`src/hw/rtl/ghau_pkg.sv`:
```
// shared types and constants of the generational handle allocator
// no dependencies; used by the interfaces, the store, the control and the checker
package ghau_pkg;

	localparam int CAPACITY = 1024;
	localparam int IDX_W    = $clog2(CAPACITY);
	localparam int GEN_W    = 16;
	localparam int CNT_W    = IDX_W + 1;

	localparam logic [1:0] KIND_CREATE  = 2'd0;
	localparam logic [1:0] KIND_DESTROY = 2'd1;
	localparam logic [1:0] KIND_QUERY   = 2'd2;

	localparam logic [1:0] ST_OK   = 2'd0;
	localparam logic [1:0] ST_FULL = 2'd1;
	localparam logic [1:0] ST_DEAD = 2'd2;

	typedef logic [IDX_W-1:0] idx_t;
	typedef logic [GEN_W-1:0] gen_t;
	typedef logic [CNT_W-1:0] cnt_t;

	typedef struct packed {
		logic valid;
		gen_t gen;
	} gen_entry_t;

	typedef struct packed {
		idx_t idx;
		gen_t gen;
	} free_entry_t;

	typedef struct packed {
		logic en;
		idx_t gen_addr;
		idx_t slot_addr;
		idx_t live_addr;
		idx_t free_addr;
	} mem_rd_t;

	typedef struct packed {
		gen_entry_t  gen;
		idx_t        slot;
		idx_t        live;
		free_entry_t free;
	} mem_rdata_t;

	typedef struct packed {
		logic        gen_we;
		idx_t        gen_addr;
		gen_entry_t  gen_data;
		logic        slot_we;
		idx_t        slot_addr;
		idx_t        slot_data;
		logic        live_we;
		idx_t        live_addr;
		idx_t        live_data;
		logic        free_we;
		idx_t        free_addr;
		free_entry_t free_data;
	} mem_wr_t;

endpackage

```
`src/hw/rtl/ghau_if.sv`:
```
// request and response channel interfaces of the handle allocator
// depends on ghau_pkg
interface ghau_req_if import ghau_pkg::*; ();
	logic       valid;
	logic       ready;
	logic [1:0] kind;
	idx_t       handle_index;
	gen_t       handle_generation;

	modport source (output valid, kind, handle_index, handle_generation, input ready);
	modport sink (input valid, kind, handle_index, handle_generation, output ready);
endinterface

interface ghau_rsp_if import ghau_pkg::*; ();
	logic       valid;
	logic       ready;
	logic [1:0] status;
	idx_t       new_index;
	gen_t       new_generation;
	logic       alive;
	idx_t       live_count;

	modport source (output valid, status, new_index, new_generation, alive, live_count,
		input ready);
	modport sink (input valid, status, new_index, new_generation, alive, live_count,
		output ready);
endinterface

```
`src/hw/rtl/ghau_ctrl.sv`:
```
// control of the handle allocator: read issue, check, write-back, counters
// depends on ghau_pkg and ghau_if; drives the memories in ghau_store
module ghau_ctrl import ghau_pkg::*; (
	input  logic            clk,
	input  logic            arst_n,
	ghau_req_if.sink        req,
	ghau_rsp_if.source      rsp,
	output mem_rd_t         rd,
	output mem_wr_t         wr,
	input  mem_rdata_t      rdata
);

	typedef enum logic {S_IDLE, S_EXEC} state_t;

	state_t     state_q;
	cnt_t       free_top_q;
	cnt_t       next_fresh_q;
	cnt_t       live_total_q;
	logic       out_valid_q;
	logic [1:0] status_q;
	idx_t       new_index_q;
	gen_t       new_gen_q;
	logic       alive_q;
	idx_t       live_count_q;

	logic [1:0] kind_s1;
	idx_t       idx_s1;
	gen_t       gen_s1;

	logic       accept;
	logic       fire;
	logic       hit;
	cnt_t       live_dec;
	cnt_t       free_dec;
	idx_t       last_slot;
	gen_t       gen_inc;

	logic [1:0] st;
	idx_t       got;
	gen_t       got_gen;
	logic       n_alive;
	idx_t       n_idx;
	gen_t       n_gen;
	cnt_t       nxt_free_top;
	cnt_t       nxt_fresh;
	cnt_t       nxt_live;
	mem_wr_t    wr_raw;

	assign req.ready = (state_q == S_IDLE);
	assign accept    = req.valid && req.ready;
	assign fire      = (state_q == S_EXEC) && (!out_valid_q || rsp.ready);

	assign live_dec  = live_total_q - cnt_t'(1);
	assign free_dec  = free_top_q - cnt_t'(1);
	assign last_slot = live_dec[IDX_W-1:0];
	assign gen_inc   = gen_s1 + gen_t'(1);

	// reads go out at the accepting edge, data is back for the execute cycle
	always_comb begin
		rd.en        = accept;
		rd.gen_addr  = req.handle_index;
		rd.slot_addr = req.handle_index;
		rd.live_addr = last_slot;
		rd.free_addr = free_dec[IDX_W-1:0];
	end

	always_ff @(posedge clk) begin
		if (accept) begin
			kind_s1 <= req.kind;
			idx_s1  <= req.handle_index;
			gen_s1  <= req.handle_generation;
		end
	end

	// entries at or above the fresh mark were never written, so range check goes first
	assign hit = (idx_s1 != '0) && (cnt_t'(idx_s1) < next_fresh_q)
		&& rdata.gen.valid && (rdata.gen.gen == gen_s1);

	always_comb begin
		wr_raw       = '0;
		st           = ST_OK;
		got          = '0;
		got_gen      = '0;
		n_alive      = 1'b0;
		n_idx        = '0;
		n_gen        = '0;
		nxt_free_top = free_top_q;
		nxt_fresh    = next_fresh_q;
		nxt_live     = live_total_q;
		unique case (kind_s1)
			KIND_CREATE: begin
				if (free_top_q != '0) begin
					got          = rdata.free.idx;
					got_gen      = rdata.free.gen;
					nxt_free_top = free_dec;
				end else if (next_fresh_q < cnt_t'(CAPACITY)) begin
					got       = next_fresh_q[IDX_W-1:0];
					got_gen   = gen_t'(1);
					nxt_fresh = next_fresh_q + cnt_t'(1);
				end else begin
					st = ST_FULL;
				end
				if (st == ST_OK) begin
					wr_raw.gen_we    = 1'b1;
					wr_raw.gen_addr  = got;
					wr_raw.gen_data  = '{valid: 1'b1, gen: got_gen};
					wr_raw.live_we   = 1'b1;
					wr_raw.live_addr = live_total_q[IDX_W-1:0];
					wr_raw.live_data = got;
					wr_raw.slot_we   = 1'b1;
					wr_raw.slot_addr = got;
					wr_raw.slot_data = live_total_q[IDX_W-1:0];
					nxt_live         = live_total_q + cnt_t'(1);
					n_idx            = got;
					n_gen            = got_gen;
				end
			end
			KIND_DESTROY: begin
				if (hit) begin
					n_alive = 1'b1;
					// move the last live entry into the hole
					if (rdata.slot != last_slot) begin
						wr_raw.live_we   = 1'b1;
						wr_raw.live_addr = rdata.slot;
						wr_raw.live_data = rdata.live;
						wr_raw.slot_we   = 1'b1;
						wr_raw.slot_addr = rdata.live;
						wr_raw.slot_data = rdata.slot;
					end
					wr_raw.gen_we    = 1'b1;
					wr_raw.gen_addr  = idx_s1;
					wr_raw.gen_data  = '{valid: 1'b0, gen: gen_inc};
					wr_raw.free_we   = 1'b1;
					wr_raw.free_addr = free_top_q[IDX_W-1:0];
					wr_raw.free_data = '{idx: idx_s1, gen: gen_inc};
					nxt_live         = live_dec;
					nxt_free_top     = free_top_q + cnt_t'(1);
				end else begin
					st = ST_DEAD;
				end
			end
			default: begin
				if (hit)
					n_alive = 1'b1;
				else
					st = ST_DEAD;
			end
		endcase
	end

	always_comb begin
		wr         = wr_raw;
		wr.gen_we  = wr_raw.gen_we && fire;
		wr.slot_we = wr_raw.slot_we && fire;
		wr.live_we = wr_raw.live_we && fire;
		wr.free_we = wr_raw.free_we && fire;
	end

	always_ff @(posedge clk or negedge arst_n) begin
		if (!arst_n) begin
			state_q      <= S_IDLE;
			free_top_q   <= '0;
			next_fresh_q <= cnt_t'(1);
			live_total_q <= '0;
			out_valid_q  <= 1'b0;
			status_q     <= ST_OK;
			new_index_q  <= '0;
			new_gen_q    <= '0;
			alive_q      <= 1'b0;
			live_count_q <= '0;
		end else begin
			unique case (state_q)
				S_IDLE: begin
					if (accept)
						state_q <= S_EXEC;
				end
				S_EXEC: begin
					if (fire)
						state_q <= S_IDLE;
				end
				default: state_q <= S_IDLE;
			endcase
			if (fire) begin
				free_top_q   <= nxt_free_top;
				next_fresh_q <= nxt_fresh;
				live_total_q <= nxt_live;
				out_valid_q  <= 1'b1;
				status_q     <= st;
				new_index_q  <= n_idx;
				new_gen_q    <= n_gen;
				alive_q      <= n_alive;
				live_count_q <= nxt_live[IDX_W-1:0];
			end else if (rsp.ready) begin
				out_valid_q <= 1'b0;
			end
		end
	end

	assign rsp.valid          = out_valid_q;
	assign rsp.status         = status_q;
	assign rsp.new_index      = new_index_q;
	assign rsp.new_generation = new_gen_q;
	assign rsp.alive          = alive_q;
	assign rsp.live_count     = live_count_q;

endmodule

```
`src/flat_wrapper.sv`:
```
// flat-port wrapper written by rule: the top's interface ports become plain ports
module ghau_ctrl_flat import ghau_pkg::*;
  (clk, arst_n, rd, wr, rdata, req_valid, req_kind, req_handle_index, req_handle_generation, req_ready, rsp_valid, rsp_status, rsp_new_index, rsp_new_generation, rsp_alive, rsp_live_count, rsp_ready);
  ghau_req_if req_i ();
  ghau_rsp_if rsp_i ();
  input  logic clk;
  input  logic arst_n;
  output mem_rd_t rd;
  output mem_wr_t wr;
  input  mem_rdata_t rdata;
  input wire logic [$bits(req_i.valid)-1:0] req_valid;
  input wire logic [$bits(req_i.kind)-1:0] req_kind;
  input wire logic [$bits(req_i.handle_index)-1:0] req_handle_index;
  input wire logic [$bits(req_i.handle_generation)-1:0] req_handle_generation;
  output wire logic [$bits(req_i.ready)-1:0] req_ready;
  output wire logic [$bits(rsp_i.valid)-1:0] rsp_valid;
  output wire logic [$bits(rsp_i.status)-1:0] rsp_status;
  output wire logic [$bits(rsp_i.new_index)-1:0] rsp_new_index;
  output wire logic [$bits(rsp_i.new_generation)-1:0] rsp_new_generation;
  output wire logic [$bits(rsp_i.alive)-1:0] rsp_alive;
  output wire logic [$bits(rsp_i.live_count)-1:0] rsp_live_count;
  input wire logic [$bits(rsp_i.ready)-1:0] rsp_ready;
  assign req_i.valid = req_valid;
  assign req_i.kind = req_kind;
  assign req_i.handle_index = req_handle_index;
  assign req_i.handle_generation = req_handle_generation;
  assign req_ready = req_i.ready;
  assign rsp_valid = rsp_i.valid;
  assign rsp_status = rsp_i.status;
  assign rsp_new_index = rsp_i.new_index;
  assign rsp_new_generation = rsp_i.new_generation;
  assign rsp_alive = rsp_i.alive;
  assign rsp_live_count = rsp_i.live_count;
  assign rsp_i.ready = rsp_ready;
  ghau_ctrl u_core (.clk(clk), .arst_n(arst_n), .req(req_i), .rsp(rsp_i), .rd(rd), .wr(wr), .rdata(rdata));
endmodule
```
`config.mk`:
```
export PLATFORM = sky130hd
export DESIGN_NAME = ghau_ctrl_flat
export DESIGN_NICKNAME = d
export VERILOG_FILES = /design/src/hw/rtl/ghau_pkg.sv /design/src/hw/rtl/ghau_if.sv /design/src/hw/rtl/ghau_ctrl.sv /design/src/flat_wrapper.sv
export SDC_FILE = /design/constraint.sdc
export NUM_CORES = 1
export LEC_CHECK = 0
export BUFFER_PORTS_ARGS = -buffer_cell sky130_fd_sc_hd__buf_2
export CORE_UTILIZATION = 40
export DETAILED_ROUTE_END_ITERATION = 8
export PLACE_DENSITY_LB_ADDON = 0.12
export SYNTH_ARGS = -nofsm -noshare
export SYNTH_HDL_FRONTEND = slang
export SYNTH_SLANG_ARGS = --single-unit
```
`constraint.sdc`:
```
create_clock -name clk -period 9 [get_ports clk]
set_input_delay 1.35 -clock clk [delete_from_list [all_inputs] [get_ports clk]]
set_output_delay 1.35 -clock clk [all_outputs]
set_load 0.005 [all_outputs]
```
# [After elaboration in Yosys (flattened, before gate mapping)]
# Cells that the tools add are included.
[totals] register_bits=92 inputBits=95 output_inout_bits=189 wordCells=80
[op_classes] add_sub_neg=6 n_lt_le_gt_ge=2 eq_ne=6 muxes=31 bitwise=2 reduce_logical=20
[op_table] op="70-bit case mux with 2 select lines" n=1
[op_table] op="107-bit two-way mux" n=1
[op_table] op="70-bit two-way mux" n=1
[op_table] op="16-bit two-way mux" n=3
[op_table] op="11-bit two-way mux" n=4
[op_table] op="11-bit case mux with 2 select lines" n=2
[op_table] op="42-bit two-way mux" n=1
[op_table] op="10-bit two-way mux" n=4
[op_table] op="37-bit two-way mux" n=1
[op_table] op="11-bit by 1-bit adder with 11-bit output, second input constant" n=3
[op_table] op="11-bit by 1-bit subtractor with 11-bit output, second input constant" n=2
[op_table] op="16-bit by 1-bit adder with 16-bit output, second input constant" n=1
[op_table] op="16-bit equality test" n=1
[op_table] op="4-bit AND reduction" n=3
[op_table] op="10-bit by 11-bit < comparator with 1-bit output" n=1
[op_table] op="11-bit < comparator, second input constant" n=1
[op_table] op="11-bit nonzero test" n=1
[op_table] op="10-bit inequality test" n=1
[op_table] op="10-bit nonzero test" n=1
[op_table] op="1-bit logical AND" n=9
[op_table] op="1-bit two-way mux" n=8
[op_table] op="2-bit two-way mux" n=4
[op_table] op="2-bit by 1-bit inequality test with 1-bit output, second input constant" n=3
[op_table] op="2-bit logical NOT" n=2
[op_table] op="6 further kinds" n=8

# [Longest topological paths before layout]
[depth] ltp_word=8 mapped_depth=11 depth_no_buf=8

# [Worst setup path before layout]
# OpenSTA, ideal clock, no wires.
[synth_timing] path_kind="in2out" from="input rdata[50] (netlist bit)" to="output wr[68] (netlist bit)" arrival_ps=3180 required_time_ps=7650 path_slack_ps=4470 cell_stages=8 path_buffers=2 cell_sequence="xnor2_1 > nand4_1 > or3_4 > nor2_1 > nand3_1 > buf_2 > o41ai_1 > buf_4"
[synth_lines] element="start, declared" line_no="flat_wrapper.sv:10" text="input mem_rdata_t rdata;"
[synth_lines] element="end, declared" line_no="flat_wrapper.sv:9" text="output mem_wr_t wr;"

==> run_results.csv <==
group,metric,value,unit
finish,final_common_cell,"buf_2",
drt,dr.pass1.iters,4,
synth,synth-compound-area-share,0.158,
timing,setup_viol,0,
power,power.density,181,nW/um2
clock_network,clk_pin_slew,60,ps
worst_setup_path,path_max_fanout,56,
timing,fmax,0.180,GHz
synth,synth_fp_nets,861,
synth,netlist_instances,751,
synth,synth_seq_area_share,0.375,
worst_setup_path,reg2reg_slack,5640,ps
synth,synth.top_cell.area_share,0.241,
global_route,grt_usage,0.239,
worst_setup_path,critical_path.most_common_cell,"buf_2",
clock_network,htree_levels,3,
timing,rsz0062_at_grt,"no",
worst_hold_path,hold_path_depth,2,
global_route,grt_pass1_vias,5413,
global_route,grt_max_degree,64,
clock_network,cts.path.max_buffers,2,
synth,synth_ff_type,"dfrtp_1",
floorplanning,start_util,0.407,
finish,fin_area,7940,um2
synth,synth_xor_area_frac,0.103,
clock_network,cts-root-buf,"clkbuf_16",
global_route,antenna_found_initial,0,
clock_network,cts_tree,"yes",
finish,areaGrowthSynthToFinish,23.2,%
power,combPwrFrac,0.315,
worst_setup_path,arrival,4220,ps
floorplanning,die_w,129,um
worst_setup_path,crit_family,"simple AND/OR/NAND/NOR gates",
drt,totalWireLength,19900,um
clock_network,cts_setup_buffers,0,
power,power_frac_seq,0.407,
floorplanning,core-area,15800,um2
power,internal_power,927,uW
worst_setup_path,path_cells,"buf_2 -> xor2_1 -> nor4_1 -> nand2_1 -> a2111o_1 -> or2_2 -> o21ai_0 -> buf_2",
synth,syn_avg_cell_area,8.58,um2
synth,synthArstFlopShare,0.692,
finish,antenna_cells,0,
place,dp_cells,1163,
timing,relSlewSlack,0.279,
synth,synthMuxAreaShare,0.00311,
worst_setup_path,cpMaxStageDelayCell,"or2_2",
timing,tightest_slew,1080,ps
worst_setup_path,crit_path_end_kind,"output pin",
place,placed_area,7620,um2
drt,vias,6033,
power,clockPowerShare,0.278,
synth,synth_fa_ha_area_frac,0.0291,
place,place.gp.congestion,0.810,
floorplanning,rows,46,
power,swShare,0.357,
worst_setup_path,r2r_cells,8,
timing,period_needed,5570,ps
synth,ys_ff_latch,91,
clock_network,clkLatencyLatePin,350,ps
synth,netlist_top_cells_area,"dfrtp_1 (24%), edfxtp_1 (13%), xor2_1 (5.6%), buf_4 (5.0%), xnor2_1 (4.8%)",
drt,detail_route.iter0.violations,359,
clock_network,numCtsBuffers,9,
synth,synth_edf_count,28,
floorplanning,die_h,129,um
drt,post_drt_via_cell_ratio,5.12,
synth,synth_top_family_by_area,"simple AND/OR/NAND/NOR gates",
place,io_buffers,283,
worst_hold_path,min_path_type,"register to register",
finish,layout.nets,1068,
worst_setup_path,critical_path_required,7650,ps
synth,netlist_area,6440,um2
synth,synth.distinct_cells,65,
floorplanning,ios,284,
timing,fin_skew,6.51,ps
drt,drt.antenna.violating_nets,0,
outcome,status,"finished clean",
power,p_switching,514,uW
worst_setup_path,startpoint_type,"input port",
clock_network,cts.sinks,91,
timing,period_share,0.619,
timing,slew_violations,0,
clock_network,ctsResizeCount,0,
drt,routedWlPerCell,16.9,um
worst_setup_path,critPathKind,"input port to output pin",
timing,setup-tns-final,0,ps
worst_setup_path,cpPeakStageDelay,750,ps
synth,yosysWarnings,0,
finish,drive_gt1_frac,0.336,
place,hpwlAfterDp,15200,um
global_route,grt_pass1_wl,30000,um
finish,fill_cells,1615,
worst_setup_path,cp_num_buf_inv,2,
worst_setup_path,path_depth,8,
synth,synthSimpleGateAreaFrac,0.220,
job,drv_cap,0,
finish,final_cells,1179,
floorplanning,die-area,16600,um2
global_route,overflow,0,
synth,yosys.area.top_type,"dfrtp_1",
power,p_leak,3.95,nW
power,peakVddDrop,0.0908,mV
finish,mostFrequentLayoutCells,"buf_2 (283), nand2_1 (76), dfrtp_1 (62)",
drt,drc,0,
clock_network,cts_hold_buffers,0,
timing,hold_violations,0,
-- power groups by stage --
stage                     logic [mW]  clock network (mW)  registers [mW]
final                          0.454               0.400           0.587
after global routing           0.506               0.424           0.599
after CTS                      0.459               0.406           0.588
after detailed placement       0.457                   0           0.595
after global placement         0.455                   0           0.594
after floorplan                0.340                   0           0.532
-- synth_stat cells, types with 3 or more instances --
master	instances
a21o_1	4
a21oi_1	33
a31oi_1	8
a32o_1	10
and2_1	10
and3_1	14
buf_2	13
buf_4	43
buf_6	4
clkbuf_1	30
dfrtp_1	62
edfxtp_1	28
ha_1	15
inv_1	42
nand2_1	77
nand2b_1	18
nand3_1	22
nand4_1	11
nor2_1	59
nor2b_1	5
nor3_1	23
nor4_1	15
nor4_4	3
o21ai_0	52
o21ai_1	11
o41ai_1	14
xnor2_1	35
xor2_1	41
-- final cells by class --
| type | instances | area, um2 | area share |
|---|---|---|---|
| inverters | 42 | 158 | 0.0199 |
| flip-flops and latches | 91 | 2420 | 0.305 |
| multi-input cells | 525 | 3320 | 0.418 |
| well taps | 216 | 270 | 0.0340 |
| repair buffers | 289 | 1460 | 0.184 |
| clock buffers | 16 | 313 | 0.0394 |
-- through the flow --
| step | hold WS [ps] | power (mW) | worst slack (ps) | utilization |
|---|---|---|---|---|
| 4_1_cts | 474 | 1.45 | 3390 | 0.502 |
| 3_5_place_dp | 461 | 1.05 | 3420 | 0.482 |
| 2_1_floorplan | 443 | 0.872 | 4470 | - |
| 5_1_grt | 483 | 1.53 | 3180 | 0.502 |
| 6_report | 473 | 1.44 | 3430 | 0.502 |
| 3_3_place_gp | 458 | 1.05 | 3440 | 0.482 |
-- routing by layer --
layer  vias to the layer above  track usage  share of wire
li1                       2999            -              -
met1                      2826        0.336           0.47
met2                       190        0.376           0.46
met3                        18       0.0424          0.051
met4                         0       0.0651          0.012
met5                         -            0              0
-- registers in the layout, summed over array words and instances, names as in the netlist --
name and cells:
u_core.free_top_q 11, u_core.gen_s1 16, u_core.idx_s1 10, u_core.kind_s1 2, u_core.next_fresh_q 11, u_core.rsp.alive 1
u_core.rsp.live_count 10, u_core.rsp.new_generation 16, u_core.rsp.new_index 10, u_core.rsp.status 2, u_core.rsp.valid 1, u_core.state_q 1
-- cells by family after synthesis --
group | after synthesis
adder cells (fa/ha/maj) | 15
XOR/XNOR | 76
AND/OR/NAND/NOR | 274
flip-flops | 91
buffers and inverters | 135
multiplexers | 2
AO/OA/AOI/OAI | 158
-- worst paths after layout --
path                                    startpoint                            to
max                                      rdata[56]                        wr[81]
min                        u_core.rsp.new_index[4]       u_core.rsp.new_index[4]
max reg2reg                 u_core.next_fresh_q[6]      u_core.rsp.live_count[7]
min reg2reg                u_core.rsp.new_index[4]       u_core.rsp.new_index[4]
max in group asynchronous                   arst_n  u_core.rsp.new_generation[3]
min in group asynchronous                   arst_n          u_core.free_top_q[6]
-- worst register-to-register path: stages, from the launching register on --
cell and delay (ps):
dfrtp_1 380, inv_1 170, ha_1 280, and2_1 190, a221o_1 310, a41o_1 280
a2111o_1 570, or2_2 750, a211oi_1 350
Note: power is estimated with default switching activity, not from simulation.
